`config.mk`:
```
export PLATFORM = sky130hd
export DESIGN_NAME = x86se_mul
export DESIGN_NICKNAME = d
export VERILOG_FILES = /design/src/rtl/core/x86se_pkg.sv /design/src/rtl/core/x86se_mul.sv
export SDC_FILE = /design/constraint.sdc
export NUM_CORES = 2
export LEC_CHECK = 0
export BUFFER_PORTS_ARGS = -buffer_cell sky130_fd_sc_hd__clkbuf_2
export CORE_ASPECT_RATIO = 2
export CORE_MARGIN = 10
export CORE_UTILIZATION = 30
export CTS_CLUSTER_DIAMETER = 60
export DETAILED_ROUTE_END_ITERATION = 8
export HOLD_SLACK_MARGIN = 0.02
export PLACE_DENSITY = 0.53
export SYNTH_ARGS = -nofsm -noshare
export SYNTH_HDL_FRONTEND = slang
export SYNTH_SLANG_ARGS = --single-unit
export TNS_END_PERCENT = 50
```
`constraint.sdc`:
```
create_clock -name i_clk -period 10.9 [get_ports i_clk]
set_input_delay 0.545 -clock i_clk [delete_from_list [all_inputs] [get_ports i_clk]]
set_output_delay 0.545 -clock i_clk [all_outputs]
set_load 0.01 [all_outputs]
```
`src/rtl/core/x86se_pkg.sv`:
```
// ----------------------------------------------------------------------------
// x86se_pkg
// shared types, opcode constants and field widths of the x86 subset executor
// ----------------------------------------------------------------------------
package x86se_pkg;

    localparam int WordW    = 64;
    localparam int ProdW    = 2 * WordW;
    localparam int HalfW    = WordW / 2;
    localparam int FlagW    = 4;
    localparam int StatusW  = 2;
    // only registers 0..7 can be named by this subset
    localparam int RegCount = 8;
    localparam int RegIdxW  = $clog2(RegCount);

    localparam int InDataW  = 152;
    localparam int OutDataW = 328;

    // opcode bytes
    localparam logic [7:0] OpRexW    = 8'h48;
    localparam logic [7:0] OpMovRax  = 8'hB8;
    localparam logic [7:0] OpAddImm  = 8'h05;
    localparam logic [7:0] OpMovRbx  = 8'hBB;
    localparam logic [7:0] OpGrp3    = 8'hF7;
    localparam logic [7:0] ModRmMulB = 8'hE3;
    localparam logic [7:0] OpAddRm   = 8'h01;
    localparam logic [7:0] OpPush    = 8'h50;
    localparam logic [7:0] OpPop     = 8'h58;
    localparam logic [7:0] OpCall    = 8'hE8;
    localparam logic [7:0] OpRet     = 8'hC3;
    localparam logic [7:0] OpRowMask = 8'hF8;

    // register numbers
    localparam logic [RegIdxW-1:0] RegRax = 3'd0;
    localparam logic [RegIdxW-1:0] RegRdx = 3'd2;
    localparam logic [RegIdxW-1:0] RegRbx = 3'd3;
    localparam logic [RegIdxW-1:0] RegRsp = 3'd4;

    // flag bit positions
    localparam int FlagCf = 0;
    localparam int FlagZf = 1;
    localparam int FlagSf = 2;
    localparam int FlagOf = 3;

    // status codes
    localparam logic [StatusW-1:0] StExecuted   = 2'd0;
    localparam logic [StatusW-1:0] StBadRexOp   = 2'd1;
    localparam logic [StatusW-1:0] StUnknownOp  = 2'd2;

    localparam logic [1:0] ModReg = 2'b11;
    localparam logic [WordW-1:0] SlotBytes = 64'd8;

    typedef struct packed {
        logic [7:0]       opcode;
        logic [7:0]       second_byte;
        logic [7:0]       third_byte;
        logic [WordW-1:0] immediate;
        logic [WordW-1:0] stack_data;
    } t_instr;

    // everything one instruction changes, as seen by the commit logic
    typedef struct packed {
        logic               is_mul;
        logic [WordW-1:0]   mul_b;
        logic               dst_en;
        logic [RegIdxW-1:0] dst_idx;
        logic [WordW-1:0]   dst_val;
        logic               sp_en;
        logic [WordW-1:0]   sp_val;
        logic               dx_en;
        logic [WordW-1:0]   dx_val;
        logic [WordW-1:0]   ip;
        logic [FlagW-1:0]   flags;
        logic               mem_write;
        logic [WordW-1:0]   mem_address;
        logic [WordW-1:0]   mem_data;
        logic [StatusW-1:0] status;
    } t_exec;

    typedef enum logic [1:0] {
        MUL_IDLE,
        MUL_RUN,
        MUL_DONE
    } t_mul_state;

endpackage

```
`src/rtl/core/x86se_mul.sv`:
```
// ----------------------------------------------------------------------------
// x86se_mul
// 64x64 -> 128 unsigned multiplier, one 32x32 partial product per cycle
// ----------------------------------------------------------------------------
module x86se_mul (
    input  logic                          i_clk,
    input  logic                          i_rst_n,
    input  logic                          i_start,
    input  logic [x86se_pkg::WordW-1:0]   i_a,
    input  logic [x86se_pkg::WordW-1:0]   i_b,
    input  logic                          i_ack,
    output logic                          o_done,
    output logic [x86se_pkg::ProdW-1:0]   o_product
);

    x86se_pkg::t_mul_state          r_state, n_state;
    logic [2:0]                     r_step, n_step;
    logic [x86se_pkg::WordW-1:0]    r_a, n_a;
    logic [x86se_pkg::WordW-1:0]    r_b, n_b;
    logic [x86se_pkg::WordW-1:0]    r_pp, n_pp;
    logic [1:0]                     r_pp_idx, n_pp_idx;
    logic [x86se_pkg::ProdW-1:0]    r_acc, n_acc;

    logic [x86se_pkg::HalfW-1:0]    a_half;
    logic [x86se_pkg::HalfW-1:0]    b_half;
    logic [x86se_pkg::WordW-1:0]    pp;
    logic [x86se_pkg::ProdW-1:0]    pp_shifted;

    always_ff @(posedge i_clk) begin
        if (!i_rst_n) begin
            r_state <= x86se_pkg::MUL_IDLE;
            r_step  <= 3'd0;
        end else begin
            r_state <= n_state;
            r_step  <= n_step;
        end
        r_a      <= n_a;
        r_b      <= n_b;
        r_pp     <= n_pp;
        r_pp_idx <= n_pp_idx;
        r_acc    <= n_acc;
    end

    // step bit 1 picks the half of a, bit 0 the half of b
    assign a_half = r_step[1] ? r_a[x86se_pkg::WordW-1:x86se_pkg::HalfW]
                              : r_a[x86se_pkg::HalfW-1:0];
    assign b_half = r_step[0] ? r_b[x86se_pkg::WordW-1:x86se_pkg::HalfW]
                              : r_b[x86se_pkg::HalfW-1:0];
    assign pp     = a_half * b_half;

    always_comb begin
        case (r_pp_idx) inside
            2'd0:       pp_shifted = {{x86se_pkg::WordW{1'b0}}, r_pp};
            2'd1, 2'd2: pp_shifted = {{x86se_pkg::HalfW{1'b0}}, r_pp,
                                      {x86se_pkg::HalfW{1'b0}}};
            default:    pp_shifted = {r_pp, {x86se_pkg::WordW{1'b0}}};
        endcase
    end

    always_comb begin
        n_state  = r_state;
        n_step   = r_step;
        n_a      = r_a;
        n_b      = r_b;
        n_pp     = r_pp;
        n_pp_idx = r_pp_idx;
        n_acc    = r_acc;
        unique case (r_state)
            x86se_pkg::MUL_IDLE: begin
                if (i_start) begin
                    n_a     = i_a;
                    n_b     = i_b;
                    n_acc   = '0;
                    n_step  = 3'd0;
                    n_state = x86se_pkg::MUL_RUN;
                end
            end
            x86se_pkg::MUL_RUN: begin
                // add the product of the previous step
                if (r_step != 3'd0) begin
                    n_acc = r_acc + pp_shifted;
                end
                if (r_step == 3'd4) begin
                    n_state = x86se_pkg::MUL_DONE;
                end else begin
                    n_pp     = pp;
                    n_pp_idx = r_step[1:0];
                    n_step   = r_step + 3'd1;
                end
            end
            x86se_pkg::MUL_DONE: begin
                if (i_ack) begin
                    n_state = x86se_pkg::MUL_IDLE;
                end
            end
            default: begin
                n_state = x86se_pkg::MUL_IDLE;
            end
        endcase
    end

    assign o_done    = (r_state == x86se_pkg::MUL_DONE);
    assign o_product = r_acc;

endmodule

```
==> run metrics <==
synth unique cells=99; root buffer cell=clkbuf_16; first-pass GRT wire length=352.5 mm; period utilisation layout=90.61%; TritonRoute pass-1 iters=7; initial core utilization=30.15%; # fillers=18420; Buffers on Ports=260; Max FO, Critical Path=40; dominant cell type by area after synthesis=fa_1; clock sinks=327; initial antenna violation count=7; Max-Cap Viols=0; Site Rows=219; multi-input combinational cell area=39540 um2; H-tree Lvls=2; Total GRT Usage=25.22%; post-synthesis sequential element count=327; vias in the first global route=49070; CTS Buf Count=46; cell with the most instances after synthesis=inv_1; final wirelength=252.4 mm; die span in y=617.9 um; final hold violations=0; Die ar.=197100 um2; largest net degree at the start of global routing=119; unrepaired setup endpoints after global routing=no; Slew @ Worst Pin=1256 ps; Wirelength per Cell=30.16 um; top cells by count, synth=inv_1, fa_1, nor2_1; Startpoint Class=flip-flop; status=completed; placed cells=8274; final setup TNS=0 ps; total gr overflow=0; Worst EP arrival=10290 ps; Placeable Area=177800 um2; Worst Skew=24.39 ps; final instance area=59750 um2; DRT iter0 DRCs=3051; ys async rst share=0%; EDFF count, synth=322; share of cells above drive strength 1=10.49%; top_reg_cell synth=edfxtp_1; # setup viols final=0; GP Congestion=1.020; yosys warns=0; top cells by area, synth=fa_1, edfxtp_1, ha_1, inv_1, nor2_1; Mapped Cells=5841; CTS tree=built; Placement Cell Area=58160 um2; clk_lat worst skew=670 ps; Layout Nets=7428; Die Span X=318.9 um; post-route ant nets=0; Slew Limit Headroom=14.64%; Worst Setup End Kind=flip-flop; min-delay worst type=input port to flip-flop; Max clock buf depth=3; sequential share of the synthesized area=18.22%; Non-Filler Instances=8369; final slew viol count=0; synthesized area=53620 um2; post-synth top area share=33.49%; Storage cell area=9777 um2; CP required=11310 ps; Avg Cell Area, Syn=9.180 um2; Max Freq=101.2 MHz; critical path class=flip-flop to flip-flop; vias=44230; Syn Nets=7263; area added between synthesis and finish=11.44%; routed vias/inst=5.285; Ports=261; hpwl dp=212.0 mm; DRC violations left=0; hold slack=59.12 ps; CTS clk-pin slew, worst paths=70 ps; Period minus WS final=9877 ps
-- repair_timing --
action	CTS	global route
setup buffers	0	0
resized for setup	0	0
endpoints found under the setup margin	0	0
hold buffers	4	0
endpoints found under the hold margin	4	0
-- metrics by stage --
| stage | worst slack (ps) | utilization [%] |
|---|---|---|
| after floorplan | 2102 | - |
| after global placement | 1118 | 32.70 |
| after detailed placement | 1083 | 32.70 |
| after CTS | 1088 | 33.59 |
| final | 1023 | 33.60 |
| after global routing | 750.4 | 33.59 |
-- layout by cell type (no fill, tap or decap), drive strengths merged, types with 14 or more instances in the layout --
cell and n:
a21o 107, a21oi 247, a22o 32, a31oi 30, and2 82, and3 17
buf 143, clkbuf 312, clkinv 14, edfxtp 322, fa 897, ha 393
inv 954, mux2 64, mux2i 97, nand2 636, nand2b 23, nand3 35
nand4 78, nor2 886, nor2b 18, nor3 46, o211ai 17, o21a 28
o21ai 154, o21bai 40, o31ai 14, xnor2 115, xor2 70
-- final cells by class --
| cell class | instances | area share [%] |
|---|---|---|
| multi-input combinational | 4285 | 66.17 |
| sequential | 327 | 16.36 |
| inverter | 939 | 5.903 |
| tap | 2320 | 4.858 |
| timing repair buffer | 407 | 4.104 |
| clock buffer | 52 | 2.000 |
| clock inverter | 33 | 0.5779 |
| antenna | 6 | 0.02513 |
-- sequential cells by signal (all words and copies together), names as in the netlist --
signal,flops
o_product,128
r_a,64
r_b,64
r_pp,64
r_pp_idx,2
r_state,2
r_step,3
-- layer usage --
metal | global-route usage, % | wire length [um] | up-vias
met4 | 24.66 | 30370 | 4
met3 | 3.406 | 11700 | 881
li1 | - | - | 19020
met5 | 0 | 29 | -
met2 | 47.96 | 134100 | 1956
met1 | 22.22 | 76240 | 22370
-- worst max-delay path: stages (launching register included) --
cell	delay (ps)
dfxtp_4	880
buf_12	240
mux2i_2	1030
nor2_1	160
fa_1	660
fa_1	460
fa_1	580
fa_1	500
fa_1	570
fa_1	450
fa_1	490
inv_1	50
fa_1	480
inv_1	50
ha_1	370
and2_0	250
a221o_1	350
nor3_2	100
o21ai_1	100
a31oi_1	280
o221a_2	250
a21oi_1	130
buf_4	170
a211o_1	340
and3_4	220
a311oi_2	280
xnor2_1	100
-- final timing paths --
kind                to  slack (ps)       from  depth (start not counted)
max           r_pp[57]        1020  r_step[0]                         26
min            r_b[11]          60    i_b[11]                          1
max reg2reg   r_pp[57]        1020  r_step[0]                         26
min reg2reg  r_step[2]         620  r_step[2]                          2
-- logic make-up after synthesis --
logic type,Yosys count,share of synthesized area [%]
AO/OA/AOI/OAI,765,9.402
XOR/XNOR,185,3.022
adder cells (fa/ha/maj),1290,42.66
buffers and inverters,1229,8.679
flip-flops,327,18.22
multiplexers,161,3.155
AND/OR/NAND/NOR,1884,14.86
Power is left out: the tool's default activity adds up to more than one toggle a clock period on the data nets, which glitch-free logic cannot reach.
