[src/rtl/core/x86se_pkg.sv]
// ----------------------------------------------------------------------------
// x86se_pkg
// shared types, opcode constants and field widths of the x86 subset executor
// ----------------------------------------------------------------------------
package x86se_pkg;

    localparam int WordW    = 64;
    localparam int ProdW    = 2 * WordW;
    localparam int HalfW    = WordW / 2;
    localparam int FlagW    = 4;
    localparam int StatusW  = 2;
    // only registers 0..7 can be named by this subset
    localparam int RegCount = 8;
    localparam int RegIdxW  = $clog2(RegCount);

    localparam int InDataW  = 152;
    localparam int OutDataW = 328;

    // opcode bytes
    localparam logic [7:0] OpRexW    = 8'h48;
    localparam logic [7:0] OpMovRax  = 8'hB8;
    localparam logic [7:0] OpAddImm  = 8'h05;
    localparam logic [7:0] OpMovRbx  = 8'hBB;
    localparam logic [7:0] OpGrp3    = 8'hF7;
    localparam logic [7:0] ModRmMulB = 8'hE3;
    localparam logic [7:0] OpAddRm   = 8'h01;
    localparam logic [7:0] OpPush    = 8'h50;
    localparam logic [7:0] OpPop     = 8'h58;
    localparam logic [7:0] OpCall    = 8'hE8;
    localparam logic [7:0] OpRet     = 8'hC3;
    localparam logic [7:0] OpRowMask = 8'hF8;

    // register numbers
    localparam logic [RegIdxW-1:0] RegRax = 3'd0;
    localparam logic [RegIdxW-1:0] RegRdx = 3'd2;
    localparam logic [RegIdxW-1:0] RegRbx = 3'd3;
    localparam logic [RegIdxW-1:0] RegRsp = 3'd4;

    // flag bit positions
    localparam int FlagCf = 0;
    localparam int FlagZf = 1;
    localparam int FlagSf = 2;
    localparam int FlagOf = 3;

    // status codes
    localparam logic [StatusW-1:0] StExecuted   = 2'd0;
    localparam logic [StatusW-1:0] StBadRexOp   = 2'd1;
    localparam logic [StatusW-1:0] StUnknownOp  = 2'd2;

    localparam logic [1:0] ModReg = 2'b11;
    localparam logic [WordW-1:0] SlotBytes = 64'd8;

    typedef struct packed {
        logic [7:0]       opcode;
        logic [7:0]       second_byte;
        logic [7:0]       third_byte;
        logic [WordW-1:0] immediate;
        logic [WordW-1:0] stack_data;
    } t_instr;

    // everything one instruction changes, as seen by the commit logic
    typedef struct packed {
        logic               is_mul;
        logic [WordW-1:0]   mul_b;
        logic               dst_en;
        logic [RegIdxW-1:0] dst_idx;
        logic [WordW-1:0]   dst_val;
        logic               sp_en;
        logic [WordW-1:0]   sp_val;
        logic               dx_en;
        logic [WordW-1:0]   dx_val;
        logic [WordW-1:0]   ip;
        logic [FlagW-1:0]   flags;
        logic               mem_write;
        logic [WordW-1:0]   mem_address;
        logic [WordW-1:0]   mem_data;
        logic [StatusW-1:0] status;
    } t_exec;

    typedef enum logic [1:0] {
        MUL_IDLE,
        MUL_RUN,
        MUL_DONE
    } t_mul_state;

endpackage

[src/rtl/core/x86se_exec.sv]
// ----------------------------------------------------------------------------
// x86se_exec
// decode and execute of one instruction against the current machine state
// ----------------------------------------------------------------------------
module x86se_exec (
    input  x86se_pkg::t_instr                  i_instr,
    input  logic [x86se_pkg::WordW-1:0]        i_ip,
    input  logic [x86se_pkg::FlagW-1:0]        i_flags,
    input  logic [x86se_pkg::WordW-1:0]        i_rax,
    input  logic [x86se_pkg::WordW-1:0]        i_rbx,
    input  logic [x86se_pkg::WordW-1:0]        i_rsp,
    input  logic [x86se_pkg::WordW-1:0]        i_opa,
    input  logic [x86se_pkg::WordW-1:0]        i_opb,
    input  logic [x86se_pkg::ProdW-1:0]        i_product,
    output x86se_pkg::t_exec                   o_exec
);

    logic [7:0]                    op;
    logic [7:0]                    b2;
    logic                          mod_reg;
    logic [x86se_pkg::WordW-1:0]   add_a;
    logic [x86se_pkg::WordW-1:0]   add_b;
    logic [x86se_pkg::WordW:0]     sum;
    logic [x86se_pkg::FlagW-1:0]   add_flags;
    logic [x86se_pkg::WordW-1:0]   rel;
    logic [x86se_pkg::WordW-1:0]   ret_ip;
    logic [x86se_pkg::WordW-1:0]   sp_dec;
    logic [x86se_pkg::WordW-1:0]   sp_inc;

    assign op      = i_instr.opcode;
    assign b2      = i_instr.second_byte;
    assign mod_reg = (b2[7:6] == x86se_pkg::ModReg);

    // shared adder: r/m + reg for 01, rax + imm32 otherwise
    assign add_a = (op == x86se_pkg::OpAddRm) ? i_opa : i_rax;
    assign add_b = (op == x86se_pkg::OpAddRm) ? i_opb
                                              : {32'd0, i_instr.immediate[31:0]};
    assign sum   = {1'b0, add_a} + {1'b0, add_b};

    always_comb begin
        add_flags                      = '0;
        add_flags[x86se_pkg::FlagCf]   = sum[x86se_pkg::WordW];
        add_flags[x86se_pkg::FlagZf]   = (sum[x86se_pkg::WordW-1:0] == '0);
        add_flags[x86se_pkg::FlagSf]   = sum[x86se_pkg::WordW-1];
        add_flags[x86se_pkg::FlagOf]   = (add_a[63] == add_b[63]) && (add_a[63] != sum[63]);
    end

    assign rel    = {{32{i_instr.immediate[31]}}, i_instr.immediate[31:0]};
    assign ret_ip = i_ip + 64'd5;
    assign sp_dec = i_rsp - x86se_pkg::SlotBytes;
    assign sp_inc = i_rsp + x86se_pkg::SlotBytes;

    always_comb begin
        o_exec        = '0;
        o_exec.ip     = i_ip;
        o_exec.flags  = i_flags;
        o_exec.status = x86se_pkg::StExecuted;
        o_exec.mul_b  = i_opa;
        if (op == x86se_pkg::OpRexW) begin
            if (b2 == x86se_pkg::OpMovRax) begin
                o_exec.dst_en  = 1'b1;
                o_exec.dst_idx = x86se_pkg::RegRax;
                o_exec.dst_val = i_instr.immediate;
                o_exec.ip      = i_ip + 64'd10;
            end else if (b2 == x86se_pkg::OpMovRbx) begin
                o_exec.dst_en  = 1'b1;
                o_exec.dst_idx = x86se_pkg::RegRbx;
                o_exec.dst_val = i_instr.immediate;
                o_exec.ip      = i_ip + 64'd10;
            end else if (b2 == x86se_pkg::OpAddImm) begin
                o_exec.dst_en  = 1'b1;
                o_exec.dst_idx = x86se_pkg::RegRax;
                o_exec.dst_val = sum[x86se_pkg::WordW-1:0];
                o_exec.flags   = add_flags;
                o_exec.ip      = i_ip + 64'd6;
            end else if (b2 == x86se_pkg::OpGrp3 &&
                         i_instr.third_byte == x86se_pkg::ModRmMulB) begin
                // full product into rdx:rax
                o_exec.is_mul  = 1'b1;
                o_exec.mul_b   = i_rbx;
                o_exec.dst_en  = 1'b1;
                o_exec.dst_idx = x86se_pkg::RegRax;
                o_exec.dst_val = i_product[x86se_pkg::WordW-1:0];
                o_exec.dx_en   = 1'b1;
                o_exec.dx_val  = i_product[x86se_pkg::ProdW-1:x86se_pkg::WordW];
                o_exec.flags[x86se_pkg::FlagCf] = 1'b0;
                o_exec.flags[x86se_pkg::FlagOf] = 1'b0;
                o_exec.ip      = i_ip + 64'd3;
            end else begin
                o_exec.status  = x86se_pkg::StBadRexOp;
            end
        end else if (op == x86se_pkg::OpAddRm) begin
            if (mod_reg) begin
                o_exec.dst_en  = 1'b1;
                o_exec.dst_idx = b2[x86se_pkg::RegIdxW-1:0];
                o_exec.dst_val = sum[x86se_pkg::WordW-1:0];
                o_exec.flags   = add_flags;
            end
            o_exec.ip = i_ip + 64'd2;
        end else if (op == x86se_pkg::OpGrp3) begin
            if (mod_reg) begin
                o_exec.is_mul  = 1'b1;
                o_exec.dst_en  = 1'b1;
                o_exec.dst_idx = x86se_pkg::RegRax;
                o_exec.dst_val = i_product[x86se_pkg::WordW-1:0];
            end
            o_exec.ip = i_ip + 64'd2;
        end else if ((op & x86se_pkg::OpRowMask) == x86se_pkg::OpPush) begin
            o_exec.sp_en       = 1'b1;
            o_exec.sp_val      = sp_dec;
            o_exec.mem_write   = 1'b1;
            o_exec.mem_address = sp_dec;
            o_exec.mem_data    = i_opa;
            o_exec.ip          = i_ip + 64'd1;
        end else if ((op & x86se_pkg::OpRowMask) == x86se_pkg::OpPop) begin
            // the register write wins over the rsp bump for pop rsp
            o_exec.sp_en   = 1'b1;
            o_exec.sp_val  = sp_inc;
            o_exec.dst_en  = 1'b1;
            o_exec.dst_idx = op[x86se_pkg::RegIdxW-1:0];
            o_exec.dst_val = i_instr.stack_data;
            o_exec.ip      = i_ip + 64'd1;
        end else if (op == x86se_pkg::OpCall) begin
            o_exec.sp_en       = 1'b1;
            o_exec.sp_val      = sp_dec;
            o_exec.mem_write   = 1'b1;
            o_exec.mem_address = sp_dec;
            o_exec.mem_data    = ret_ip;
            o_exec.ip          = i_ip + 64'd5 + rel;
        end else if (op == x86se_pkg::OpRet) begin
            o_exec.sp_en  = 1'b1;
            o_exec.sp_val = sp_inc;
            o_exec.ip     = i_instr.stack_data;
        end else begin
            o_exec.status = x86se_pkg::StUnknownOp;
        end
    end

endmodule

[config.mk]
export PLATFORM = sky130hd
export DESIGN_NAME = x86se_exec
export DESIGN_NICKNAME = d
export VERILOG_FILES = /design/src/rtl/core/x86se_pkg.sv /design/src/rtl/core/x86se_exec.sv
export SDC_FILE = /design/constraint.sdc
export NUM_CORES = 2
export LEC_CHECK = 0
export BUFFER_PORTS_ARGS = -buffer_cell sky130_fd_sc_hd__buf_2
export CORE_AREA = 4 4 437 439
export DETAILED_ROUTE_END_ITERATION = 10
export DIE_AREA = 0 0 441 443
export GPL_ROUTABILITY_DRIVEN = 0
export PLACE_DENSITY_LB_ADDON = 0.15
export SYNTH_ARGS = -nofsm -noshare
export SYNTH_HDL_FRONTEND = slang
export SYNTH_SLANG_ARGS = --single-unit
[constraint.sdc]
create_clock -name vclk -period 17.37
set_input_delay 0.8685 -clock vclk [all_inputs]
set_output_delay 0.8685 -clock vclk [all_outputs]
set_load 0.01 [all_outputs]
==> results.py <==
metrics = {
    "logic_synthesis": {
        "synth-warning-count": 0,
        "netlist_instances": 3729,
        "adder_cell_area_share_of_the_yosys_netlist_pct": 7.742,
        "synth_top_cells_by_area": "nand2_1, ha_1, xnor2_1, xor2_1, nor2_1",
        "synth_mux_area_share_pct": 3.532,
        "synth-compound-area-share_pct": 35.18,
        "synth_cell_type_count": 85,
        "post_synth.cell_area_avg_um2": 6.033,
        "synth_sequential_area_ratio_pct": 0,
        "yosys.area_share.simple_pct": 33.97,
        "synth_xor_xnor_area_share_pct": 13.43,
        "largest_family_of_logic_cells_by_synthesized_area": "compound AO/OA/AOI/OAI gates",
        "synth_top_area_cell": "nand2_1",
        "postSynthNetCount": 4535,
        "syn_area_um2": 22500,
        "synth.cells.most_frequent": "nand2_1, nor2_1, clkbuf_1, a21oi_1, o21ai_0",
        "yosys.cell_count.top_type": "nand2_1",
        "synth_top_area_share_pct": 10.65,
    },
    "setup_path": {
        "cp.required_ns": 16.50,
        "critPathMaxFanout": 64,
        "crit_top_cell": "nand2_1",
        "critical_path.max_stage_delay_ns": 0.85,
        "cp_slowest_cell": "or4_4",
        "crit_path_cell_trace": "buf_2, or4_1, or4_4, buf_4, nand2_1, nand2_1, ha_1, nand2_1, o21ai_1, o21ai_0, a2111oi_2, o21ai_1, a31oi_1, mux2_2, or3_1, a2111oi_0, nand4_1, nor4_1, a21o_1, buf_2",
        "cp-start-kind": "input pin",
        "crit_type": "in -> out",
        "endpoint_kind_of_the_worst_setup_timing_path": "output port",
        "endpoint_arrival_time_on_the_critical_path_ns": 8.34,
    },
    "timing": {
        "post-route-period-util_pct": 53.00,
        "unrepaired_setup_endpoints_after_global_routing": "false",
        "min_period_ns": 9.206,
        "maxSlewViolCount": 0,
        "fin_ws_ns": 8.164,
        "finalHoldViolations": 0,
        "summed_negative_setup_slack_over_all_endpoints_ns": 0,
        "hold_slack_ns": 2.036,
        "setup_viol_count_final": 0,
        "max_clock_freq_mhz": 108.6,
        "worst_slew_pin_slew_ns": 1.373,
        "max_slew_margin_pct": 7.155,
    },
    "min_path": {
        "holdPathStages": 3,
        "worstHoldEndpoint": "o_exec[132]",
        "hold_path.class": "in -> out",
        "worst_hold_startpoint": "i_flags[1]",
    },
    "layout": {
        "clock_buffer_count": 0,
        "syn2layout_area_growth_pct": 37.06,
        "register_area_um2": 0,
        "final_layout_size_suffix_gt1_share_pct": 28.82,
        "multi_input_comb_area_um2": 21280,
        "seq_cells": 0,
        "fin_nets": 5412,
        "nFillCells": 22130,
    },
    "route": {
        "drc": 0,
        "average_vias_per_placed_instance": 4.914,
        "ant_nets": 0,
        "avgRoutedWirePerCell_um": 35.61,
        "initial_drc_count": 3671,
        "drt_total_wl_um": 254500,
        "drt_first_pass_iters": 9,
        "vias": 35122,
    },
    "placed_design": {
        "place.detailed.hpwl_um": 222800,
        "number_of_buffers_added_on_ports": 1130,
        "pre_cts_ws_ns": 8.195,
    },
    "floorplanning": {
        "chipHeight_um": 443,
        "floorplan.die.width_um": 441,
        "placementRows": 159,
        "io_pins": 1130,
        "floorplan.core_area_um2": 187200,
        "design.die.area_um2": 195400,
        "initial_util_pct": 12.02,
    },
    "clock_network": {
        "post_cts.repair.setup_buffers": 0,
        "post_cts_hold_buffer_count": 0,
        "post_cts_resize_count": 0,
    },
    "global_routing": {
        "grt_start_max_net_pins": 73,
        "global_route_wire_length_before_repair_um": 328200,
        "globalRoute.totalOverflow": 0,
        "antenna_found_initial": 116,
        "first_global_vias": 34121,
        "globalRouteTotalUtil_pct": 24.47,
    },
    "run": {
        "drv.max_cap_violation_count": 0,
    },
    "outcome": {
        "status": "completed",
    },
}
==> cell type report <==
cell class	instances	area share, %
multi-input cells	3364	69.03
well taps	2495	10.12
inverters	50	0.6087
repair buffers	1190	19.84
diodes	49	0.3977
==> routing by layer <==
metal / up-vias / track usage, % / part of all wire [%]
met5: - / 0 / 0.075
met4: 32 / 11.31 / 5.7
met3: 328 / 5.104 / 7.5
met2: 1747 / 42.01 / 48
met1: 17478 / 28.98 / 39
li1: 15537 / - / -
==> cell families (layout without fill, tap and decap cells) <==
kind of cell    after synthesis  after routing
other cells                   0             49
compound gates             1182           1182
buf+inv                     365           1240
fa+ha+maj                   138            138
mux                          71             71
simple gates               1628           1628
xor+xnor                    345            345
==> critical path, delay by kind of cell <==
family / cells / cell delay [ns]
AND/OR/NAND/NOR: 8 / 2.83
adder cells (fa/ha/maj): 1 / 0.47
multiplexers: 1 / 0.40
AO/OA/AOI/OAI: 7 / 2.97
buffers and inverters: 3 / 0.70
==> worst max path at each step <==
stage | cells past startpoint | end | slack (ns) | start
global route | 21 | o_exec[132] | 7.82 | i_instr[147]
finish | 20 | o_exec[132] | 8.16 | i_instr[147]
floorplan | 21 | o_exec[132] | 10.54 | i_instr[149]
global placement | 21 | o_exec[132] | 8.10 | i_instr[147]
detailed placement | 20 | o_exec[132] | 8.19 | i_instr[147]
CTS | 20 | o_exec[132] | 8.14 | i_instr[147]
==> through the flow <==
step | util [%] | cells | instance area [um2]
6_report | 16.47 | 7148 | 30830
3_3_place_gp | 16.39 | 7097 | 30680
5_1_grt | 16.45 | 7129 | 30790
4_1_cts | 16.41 | 7099 | 30710
3_5_place_dp | 16.41 | 7099 | 30710
2_1_floorplan | - | 3729 | 22500
==> cell usage in the layout, fill, tap and decap left out, drive strengths merged, types with 78 or more instances in the layout <==
| master | count |
|---|---|
| nand3 | 101 |
| buf | 1190 |
| nand4 | 78 |
| a22o | 98 |
| nor3 | 83 |
| ha | 136 |
| xor2 | 158 |
| o21ai | 244 |
| nor2 | 369 |
| nand2 | 639 |
| a21oi | 273 |
| o22ai | 86 |
| xnor2 | 187 |
| and3 | 114 |
